### config.mk
export PLATFORM = sky130hd
export DESIGN_NAME = median5_then_mean8_filter
export DESIGN_NICKNAME = d
export VERILOG_FILES = /design/src/hdl/m5m8_pkg.sv /design/src/hdl/m5m8_median.sv /design/src/hdl/m5m8_div.sv /design/src/hdl/median5_then_mean8_filter.sv
export SDC_FILE = /design/constraint.sdc
export NUM_CORES = 1
export LEC_CHECK = 0
export ABC_CLOCK_PERIOD_IN_PS = 4200
export BUFFER_PORTS_ARGS = -buffer_cell sky130_fd_sc_hd__buf_2
export CAP_MARGIN = 20
export CORE_UTILIZATION = 50
export DETAILED_ROUTE_END_ITERATION = 16
export GPL_TIMING_DRIVEN = 0
export PLACE_DENSITY = 0.69
export SLEW_MARGIN = 15
export SYNTH_ARGS = -nofsm -noshare
export SYNTH_HDL_FRONTEND = slang
export SYNTH_SLANG_ARGS = --single-unit
### constraint.sdc
create_clock -name clk -period 4.2 [get_ports clk]
set_clock_uncertainty 0.15 [all_clocks]
set_input_delay 1.26 -clock clk [delete_from_list [all_inputs] [get_ports clk]]
set_output_delay 1.26 -clock clk [all_outputs]
set_load 0.05 [all_outputs]
### src/hdl/m5m8_pkg.sv
package m5m8_pkg;

    // Level that both smoothing windows hold after reset.
    localparam int unsigned RESET_LEVEL = 1200;

    // Depth of the mean window. It is a power of two, so the mean is a shift.
    localparam int MEAN_TAPS  = 8;
    localparam int MEAN_SHIFT = $clog2(MEAN_TAPS);

endpackage

### src/hdl/m5m8_median.sv
module m5m8_median
    import m5m8_pkg::*;
#(
    parameter int TAPS  = 5,
    parameter int WIDTH = 16
) (
    input  logic [TAPS-1:0][WIDTH-1:0] window,
    output logic [WIDTH-1:0]           median
);

    localparam int CW  = $clog2(TAPS);
    localparam int MID = TAPS / 2;

    // Each entry gets a distinct rank; equal values are ordered by position,
    // so exactly one entry carries the middle rank.
    always_comb
    begin
        logic [CW-1:0] rank;
        median = '0;
        rank   = '0;
        for (int i = 0; i < TAPS; i++)
        begin
            rank = '0;
            for (int j = 0; j < TAPS; j++)
            begin
                if (j != i)
                begin
                    if ((window[j] < window[i]) || ((window[j] == window[i]) && (j < i)))
                    begin
                        rank = rank + CW'(1);
                    end
                end
            end
            if (rank == CW'(MID))
            begin
                median = median | window[i];
            end
        end
    end

endmodule

### src/hdl/m5m8_div.sv
module m5m8_div
    import m5m8_pkg::*;
#(
    parameter int WIDTH = 16
) (
    input  logic [WIDTH+MEAN_SHIFT-1:0] dividend,
    output logic [WIDTH-1:0]            quotient
);

    // Dividing by MEAN_TAPS drops the low MEAN_SHIFT bits of the sum.
    assign quotient = dividend[WIDTH+MEAN_SHIFT-1:MEAN_SHIFT];

endmodule

### src/hdl/median5_then_mean8_filter.sv
// Two-stage smoothing filter: median of the last MEDIAN_TAPS samples, then
// the truncated mean of the last MEAN_TAPS medians.
//
// Input beats arrive on s_axis (tdata carries one unsigned sample), and one
// filtered beat leaves on m_axis for every input beat, in order.
// An input beat moves through the registers in order, each step only while
// the pipeline advances: the taking edge loads the sample window, then the
// median goes into the mean line, the running sum is updated, and the output
// register that drives m_axis_tvalid loads through the divide by MEAN_TAPS,
// a plain shift. Throughput is one beat per cycle while the receiver keeps up.
//
// After reset both windows read as 1200 (cut to SAMPLE_BITS), the running sum
// matches them, and no beat is pending.
//
// When the receiver stalls, the result waits in the output register and one
// more result can land in a skid register, so the pipeline keeps taking input
// until one does; s_axis_tready drops only once the skid register is full, and
// the whole pipeline then holds until m_axis takes a beat.
module median5_then_mean8_filter
    import m5m8_pkg::*;
#(
    parameter int MEDIAN_TAPS = 5,
    parameter int SAMPLE_BITS = 16
) (
    input  logic                                      clk,
    input  logic                                      rst_n,
    input  logic                                      s_axis_tvalid,
    output logic                                      s_axis_tready,
    input  logic [((SAMPLE_BITS + 7) / 8) * 8 - 1:0]  s_axis_tdata,  // sample
    output logic                                      m_axis_tvalid,
    input  logic                                      m_axis_tready,
    output logic [((SAMPLE_BITS + 7) / 8) * 8 - 1:0]  m_axis_tdata   // filtered
);

    localparam int DATA_BITS = ((SAMPLE_BITS + 7) / 8) * 8;
    localparam int CL        = MEAN_SHIFT;
    localparam int SUM_BITS  = SAMPLE_BITS + CL;
    localparam logic [SAMPLE_BITS-1:0] RESET_SAMPLE = SAMPLE_BITS'(RESET_LEVEL);
    localparam logic [SUM_BITS-1:0]    SUM_RESET    =
        SUM_BITS'(MEAN_TAPS) * SUM_BITS'(RESET_SAMPLE);

    logic adv;
    logic in_fire;

    logic [MEDIAN_TAPS-1:0][SAMPLE_BITS-1:0] win_reg;
    logic                                    win_valid_reg;
    logic [SAMPLE_BITS-1:0]                  median;

    logic [MEAN_TAPS-1:0][SAMPLE_BITS-1:0]   line_reg;
    logic [SAMPLE_BITS-1:0]                  med_reg;
    logic [SAMPLE_BITS-1:0]                  old_reg;
    logic                                    med_valid_reg;

    logic [SUM_BITS-1:0]                     sum_reg;
    logic                                    sum_valid_reg;

    logic [SAMPLE_BITS-1:0]                  quotient;

    logic                                    out_valid_reg;
    logic                                    out_valid_next;
    logic [SAMPLE_BITS-1:0]                  out_data_reg;
    logic [SAMPLE_BITS-1:0]                  out_data_next;
    logic                                    skid_valid_reg;
    logic                                    skid_valid_next;
    logic [SAMPLE_BITS-1:0]                  skid_data_reg;
    logic [SAMPLE_BITS-1:0]                  skid_data_next;
    logic                                    pop;
    logic                                    push;

    // The pipeline moves only while the skid register has room.
    assign adv           = !skid_valid_reg;
    assign s_axis_tready = adv;
    assign in_fire       = s_axis_tvalid && adv;

    // Sample window as a shift line; the median does not depend on order.
    always_ff @(posedge clk or negedge rst_n)
    begin
        if (!rst_n)
        begin
            win_valid_reg <= 1'b0;
            win_reg       <= {MEDIAN_TAPS{RESET_SAMPLE}};
        end
        else if (adv)
        begin
            win_valid_reg <= in_fire;
            if (in_fire)
            begin
                win_reg <= {win_reg[MEDIAN_TAPS-2:0], s_axis_tdata[SAMPLE_BITS-1:0]};
            end
        end
    end

    m5m8_median #(
        .TAPS  (MEDIAN_TAPS),
        .WIDTH (SAMPLE_BITS)
    ) u_median (
        .window (win_reg),
        .median (median)
    );

    // Mean line: the entry falling off the end is the one the sum loses.
    always_ff @(posedge clk or negedge rst_n)
    begin
        if (!rst_n)
        begin
            med_valid_reg <= 1'b0;
            line_reg      <= {MEAN_TAPS{RESET_SAMPLE}};
            med_reg       <= '0;
            old_reg       <= '0;
        end
        else if (adv)
        begin
            med_valid_reg <= win_valid_reg;
            if (win_valid_reg)
            begin
                line_reg <= {line_reg[MEAN_TAPS-2:0], median};
                med_reg  <= median;
                old_reg  <= line_reg[MEAN_TAPS-1];
            end
        end
    end

    always_ff @(posedge clk or negedge rst_n)
    begin
        if (!rst_n)
        begin
            sum_valid_reg <= 1'b0;
            sum_reg       <= SUM_RESET;
        end
        else if (adv)
        begin
            sum_valid_reg <= med_valid_reg;
            if (med_valid_reg)
            begin
                sum_reg <= sum_reg + SUM_BITS'(med_reg) - SUM_BITS'(old_reg);
            end
        end
    end

    m5m8_div #(
        .WIDTH (SAMPLE_BITS)
    ) u_div (
        .dividend (sum_reg),
        .quotient (quotient)
    );

    // Output register plus one skid entry. A beat enters the skid register
    // only when the output register is full and not being taken.
    assign pop  = out_valid_reg && m_axis_tready;
    assign push = adv && sum_valid_reg;

    always_comb
    begin
        out_valid_next  = out_valid_reg;
        out_data_next   = out_data_reg;
        skid_valid_next = skid_valid_reg;
        skid_data_next  = skid_data_reg;
        if (!out_valid_reg || pop)
        begin
            if (skid_valid_reg)
            begin
                out_valid_next  = 1'b1;
                out_data_next   = skid_data_reg;
                skid_valid_next = 1'b0;
            end
            else
            begin
                out_valid_next = push;
                if (push)
                begin
                    out_data_next = quotient;
                end
            end
        end
        else if (push)
        begin
            skid_valid_next = 1'b1;
            skid_data_next  = quotient;
        end
    end

    always_ff @(posedge clk or negedge rst_n)
    begin
        if (!rst_n)
        begin
            out_valid_reg  <= 1'b0;
            skid_valid_reg <= 1'b0;
        end
        else
        begin
            out_valid_reg  <= out_valid_next;
            skid_valid_reg <= skid_valid_next;
        end
    end

    always_ff @(posedge clk)
    begin
        out_data_reg  <= out_data_next;
        skid_data_reg <= skid_data_next;
    end

    assign m_axis_tvalid = out_valid_reg;
    assign m_axis_tdata  = DATA_BITS'(out_data_reg);

endmodule

Word-level counts from Yosys, hierarchy flattened
Cells that the tools add are included.
{ "totals": {"reg_bits": 296, "elab_cells": 134, "out_inout_bits": 18, "input_bits": 20} }
{ "classes": {"n_lt_le_gt_ge": 20, "reduce_logical": 23, "bitwise": 6, "n_mux": 30, "n_eq_ne": 15, "add_sub_neg": 17} }
{ "ops": {"columns": ["operator", "n"], "rows": [
  ["$lt A16 B16 Y1", 20],
  ["$eq A16 B16 Y1", 10],
  ["$mux W16", 7],
  ["$or A16 B16 Y16", 4],
  ["$mux W3", 14],
  ["$add A3 B1 Y3 const B", 12],
  ["$add A19 B16 Y19", 1],
  ["$sub A19 B16 Y19", 1],
  ["$eq A3 B2 Y1 const B", 5],
  ["$logic_or A1 B1 Y1", 11],
  ["$reduce_and A2 Y1", 5],
  ["$mux W1", 8],
  ["$add A1 B1 Y2 const B", 3],
  ["$reduce_bool A2 Y1", 2],
  ["$logic_and A1 B1 Y1", 3],
  ["$logic_not A1 Y1", 2],
  ["$mux W2", 1],
  ["$not A1 Y1", 2]
]} }

Longest topological paths before layout
{ "logic_depth": {"depth_word": 18, "ltp_mapped": 19, "mapped_depth_nobuf": 17} }

By module
A second synthesis with hierarchy kept.
{ "hier_totals": {"hier_cells": 1724, "area_unflattened_um2": 16749.8} }
{ "modules_own_cells": {"columns": ["module", "seq_area_each_um2", "instances", "area_each_um2", "cells_each"], "rows": [
  ["median5_then_mean8_filter", 7337.0, 1, 12029.0, 1114],
  ["m5m8_median", 0.0, 1, 4600.7, 594],
  ["m5m8_div", 0.0, 1, 120.1, 16]
]} }

Worst setup path before layout
Ideal clock, no wire load.
{ "synth_path": {"path_kind": "register -> register", "start": "register win_reg[23] (netlist bit)", "end": "register line_reg[11] (netlist bit)", "path_stages_with_launch": 20, "arrival_time_ns": 4.070, "path_slack_ns": -0.162, "required_ns": 3.908, "setup_ns": 0.142, "synth_period_minus_slack_ns": 4.362, "n_path_buf": 2, "cell_sequence": "dfstp_2 -> inv_1 -> ha_1 -> a21oi_1 -> o21a_1 -> nor3_1 -> or4b_1 -> buf_4 -> or2_2 -> ha_1 -> inv_1 -> nand4_1 -> nor2b_1 -> ha_1 -> nor2b_1 -> nand4b_1 -> clkbuf_1 -> a21oi_1 -> a2111oi_2 -> a32oi_1"} }
{ "synth_via": {"elab_chain_len": 18, "word_cells_on_any_way": 59, "cone_classes": "add/sub: 12; order compare: 8; eq/ne: 9; mux: 22; bitwise: 4; reduce/logical: 4"} }
{ "synth_lines": {"columns": ["item", "line", "rtl"], "rows": [
  ["from (decl)", "median5_then_mean8_filter.sv:45", "logic [MEDIAN_TAPS-1:0][SAMPLE_BITS-1:0] win_reg;"],
  ["from (signal assigned)", "median5_then_mean8_filter.sv:81", "win_reg <= {MEDIAN_TAPS{RESET_SAMPLE}};"],
  ["from (signal assigned)", "median5_then_mean8_filter.sv:88", "win_reg <= {win_reg[MEDIAN_TAPS-2:0], s_axis_tdata[SAMPLE_BITS-1:0]};"],
  ["$lt A16 B16 Y1", "m5m8_median.sv:28", "if ((window[j] < window[i]) || ((window[j] == window[i]) && (j < i)))"],
  ["$mux W1", "m5m8_median.sv:28", null],
  ["$add A3 B1 Y3", "m5m8_median.sv:30", "rank = rank + CW'(1);"],
  ["$mux W3", "m5m8_median.sv:28", null],
  ["$add A3 B1 Y3", "m5m8_median.sv:30", null],
  ["$mux W3", "m5m8_median.sv:28", null],
  ["$add A3 B1 Y3", "m5m8_median.sv:30", null],
  ["$mux W3", "m5m8_median.sv:28", null],
  ["(+2 left out)", null, null],
  ["$or A16 B16 Y16", "m5m8_median.sv:36", "median = median | window[i];"],
  ["$mux W16", "m5m8_median.sv:34", "if (rank == CW'(MID))"],
  ["$or A16 B16 Y16", "m5m8_median.sv:36", null],
  ["$mux W16", "m5m8_median.sv:34", null],
  ["$or A16 B16 Y16", "m5m8_median.sv:36", null],
  ["$mux W16", "m5m8_median.sv:34", null],
  ["$or A16 B16 Y16", "m5m8_median.sv:36", null],
  ["$mux W16 (*)", "m5m8_median.sv:34", null],
  ["to (signal assigned)", "median5_then_mean8_filter.sv:107", "line_reg <= {MEAN_TAPS{RESET_SAMPLE}};"],
  ["to (signal assigned)", "median5_then_mean8_filter.sv:116", "line_reg <= {line_reg[MEAN_TAPS-2:0], median};"],
  ["to (decl)", "median5_then_mean8_filter.sv:49", "logic [MEAN_TAPS-1:0][SAMPLE_BITS-1:0] line_reg;"]
]} }
Mark *: on every way between the ends. The rest lies on a longest branch, timed or not.
A chain may end at the register's enable or synchronous reset.

Worst setup path after layout
{ "layout_path": {"start": "register win_reg[74] (netlist bit)", "end": "register line_reg[15] (netlist bit)"} }
{ "layout_via": {"elab_chain_len": 12, "word_cells_on_any_way": 41, "cone_classes": "add/sub: 3; order compare: 8; eq/ne: 9; mux: 13; bitwise: 4; reduce/logical: 4"} }
{ "layout_lines": {"columns": ["item", "line"], "rows": [
  ["branches (longest 11 deep; another with $lt A16 B16 Y1)", null],
  ["$mux W16 (*)", "m5m8_median.sv:34"]
]} }
Every way passes the cells marked *.

==> out/results.ini <==
[worst_hold_path]
min_to = line_reg[84]$_DFFE_PN1P_
hp-start = line_reg[68]$_DFFE_PN1P_
whs_path_depth = 2
min-delay-path-class = reg -> reg

[layout]
syn_to_final_growth_pct = 22.40
layout.nets = 2244
antenna_cells = 0
final_util = 0.6210
drive_above_1_share = 0.2250
largest_register_ffs = 128
fillerInstances = 2735

[detailed_routing]
viasPerCell = 5.881
dr_total_vias = 14633
dr.pass1.iters = 8
drcViolationCount = 0
detail-route-antenna-nets = 0
wirelength_um = 50940
wl_per_cell_um = 20.47
drt_first_iter_violations = 1144

[setup_path]
crit_arrival_ps = 4770
rr_endpoint = line_reg[15]$_DFFE_PN0P_
crit_fanout = 8
crit_path_start_kind = register
cp.required_ps = 4480
timing.reg2reg.setup_slack_ps = -290
reg2regPathDepth = 17
critPathKind = reg -> reg
reg2reg_from = win_reg[74]$_DFFE_PN1P_
end_kind = register

[global_route]
grt_usage = 0.2882
grt_pass1_wl_um = 78790
grt_max_degree = 105
grt-ovfl-total = 0
grt_antenna_before_repair = 0
grt_pass1_vias = 14548

[clock_tree]
numCtsBuffers = 31
clk_latency_ps = 600
clk_pin_slew_ps = 60
cts_buffer_depth = 3
cts_hold_buffers = 0
cts_tree = built
htreeDepth = 1
cts_sinks = 284
root_buffer = clkbuf_16

[synth]
synth.top_cell.area_share = 0.2883
synth-xor-area-share = 0.008752
synth_seq_area_share = 0.4313
ys_top_cells_by_area = dfrtp_1 (29%), ha_1 (14%), nand2_1 (11%)
synth_most_common_cell = nand2_1
synthAdderAreaFrac = 0.1600
synth_edf_count = 32
synthFlopType = dfrtp_1
synth_top_family_by_area = compound AO/OA/AOI/OAI gates
ys_ff_latch = 284
synth-simple-area-share = 0.1658
syn_inst = 1844
synth_area_sq_um = 17010
syn_avg_cell_area_sq_um = 9.226
yosysUniqueCellTypes = 79
synth_compound_area_frac = 0.1674
yosysWarnings = 0
yosys-top-cells-count = nand2_1 (515), dfrtp_1 (196), ha_1 (192), inv_1 (155), o21ai_0 (132)
synth_fp_nets = 2072
netlist.top_cell.by_area = dfrtp_1
synthMuxAreaShare = 0.01258
synthArstFlopShare = 0.8873

[die]
die_area_sq_um = 34770
pin_count = 38
start_util = 0.5074
die_w_um = 186.5
coreArea_sq_um = 33530
rows = 67
die_h_um = 186.5

[run_status]
violations = setup timing
status = finished with violations

[place]
dp_hpwl_um = 35360
pre_cts_slack_ps = -1068
numPortBuffers = 37
gp_congestion = 0.9535

[timing]
finalMaxSlewViolations = 0
timing.hold.ws_ps = 302.2
setup_viol = 20
grt_setup_unrepaired = yes
timing.final.ws_setup_ps = -288.4
final.period_utilization = 1.069
tightest_slew_ps = 901.4
min_period_ps = 4488
tns_ps = -4239
slew_headroom = 0.3991
max_freq_mhz = 222.8
hold_viol = 0

[run]
cap_violations = 0

## what timing repair did
item,4_1_cts,5_1_grt
setup endpoints to repair,20,20
gates cloned,2,0
setup buffers,78,21
pin swaps,61,32
gates resized for setup,152,60
## layout make-up
cell class,instances,area [sq um],share of cell area
buffer,75,397.9,0.01911
clock buffer,46,892.1,0.04284
clock inverter,11,197.7,0.009494
inverter,156,606.8,0.02914
multi-input combinational,1327,9674,0.4646
sequential,284,7366,0.3537
tap,448,560.5,0.02692
timing repair buffer,141,1129,0.05420
## metal layers
metal	up-vias	track usage	wire (um)
li1	6728	-	-
met2	591	0.4735	24000
met4	0	0.1728	3571
met3	216	0.04213	3394
met1	7098	0.3614	19970
met5	-	0	0
## stage by stage
stage | instance area (sq um) | cells
6_report | 20820 | 2488
3_3_place_gp | 17790 | 2329
4_1_cts | 20340 | 2468
3_5_place_dp | 17870 | 2332
2_1_floorplan | 17050 | 1844
5_1_grt | 20820 | 2488
## worst max-delay path, cell delays in order, from the launching register on
cell and delay [ps]:
dfstp_2 550, buf_6 120, ha_4 210, o21ai_2 130, o21a_1 170, o21ai_2 120
a211o_1 300, a21o_1 220, ha_4 260, or4_4 510, and2_4 180, ha_4 210
nor2b_4 130, o2111ai_4 200, buf_4 200, a21oi_2 80, a2111oi_4 400, a32oi_1 180
## worst max path at each step
stage	start	end	slack [ps]	depth (start not counted)
3_5_place_dp	win_reg[42]$_DFFE_PN1P_	line_reg[13]$_DFFE_PN0P_	-1070	17
6_report	win_reg[74]$_DFFE_PN1P_	line_reg[15]$_DFFE_PN0P_	-290	17
3_3_place_gp	rst_n	win_reg[64]$_DFFE_PN0P_	-2800	1
4_1_cts	win_reg[49]$_DFFE_PN0P_	line_reg[6]$_DFFE_PN0P_	-40	19
5_1_grt	win_reg[30]$_DFFE_PN0P_	line_reg[15]$_DFFE_PN0P_	-370	17
2_1_floorplan	win_reg[23]$_DFFE_PN1P_	line_reg[11]$_DFFE_PN0P_	10	19
## cell families (layout without fill, tap and decap cells)
| kind of cell | Yosys count | count (layout) |
|---|---|---|
| mux | 19 | 19 |
| buf+inv | 233 | 429 |
| compound gates | 422 | 422 |
| flops | 284 | 284 |
| xor+xnor | 17 | 17 |
| simple gates | 661 | 661 |
| fa+ha+maj | 208 | 208 |
## placed cells by master (no fill, tap or decap), types with 32 or more instances in the layout
master,Yosys,final
nand2_1,515,515
dfrtp_1,196,173
ha_1,192,165
o21ai_0,132,127
inv_1,155,124
buf_4,4,88
a21oi_1,103,75
clkbuf_1,54,60
dfstp_2,56,56
buf_2,8,40
a21o_1,33,33
clkbuf_16,0,33
edfxtp_1,32,32
Power is left out: the tool's default activity adds up to more than one toggle a clock period on the data nets, which glitch-free logic cannot reach.
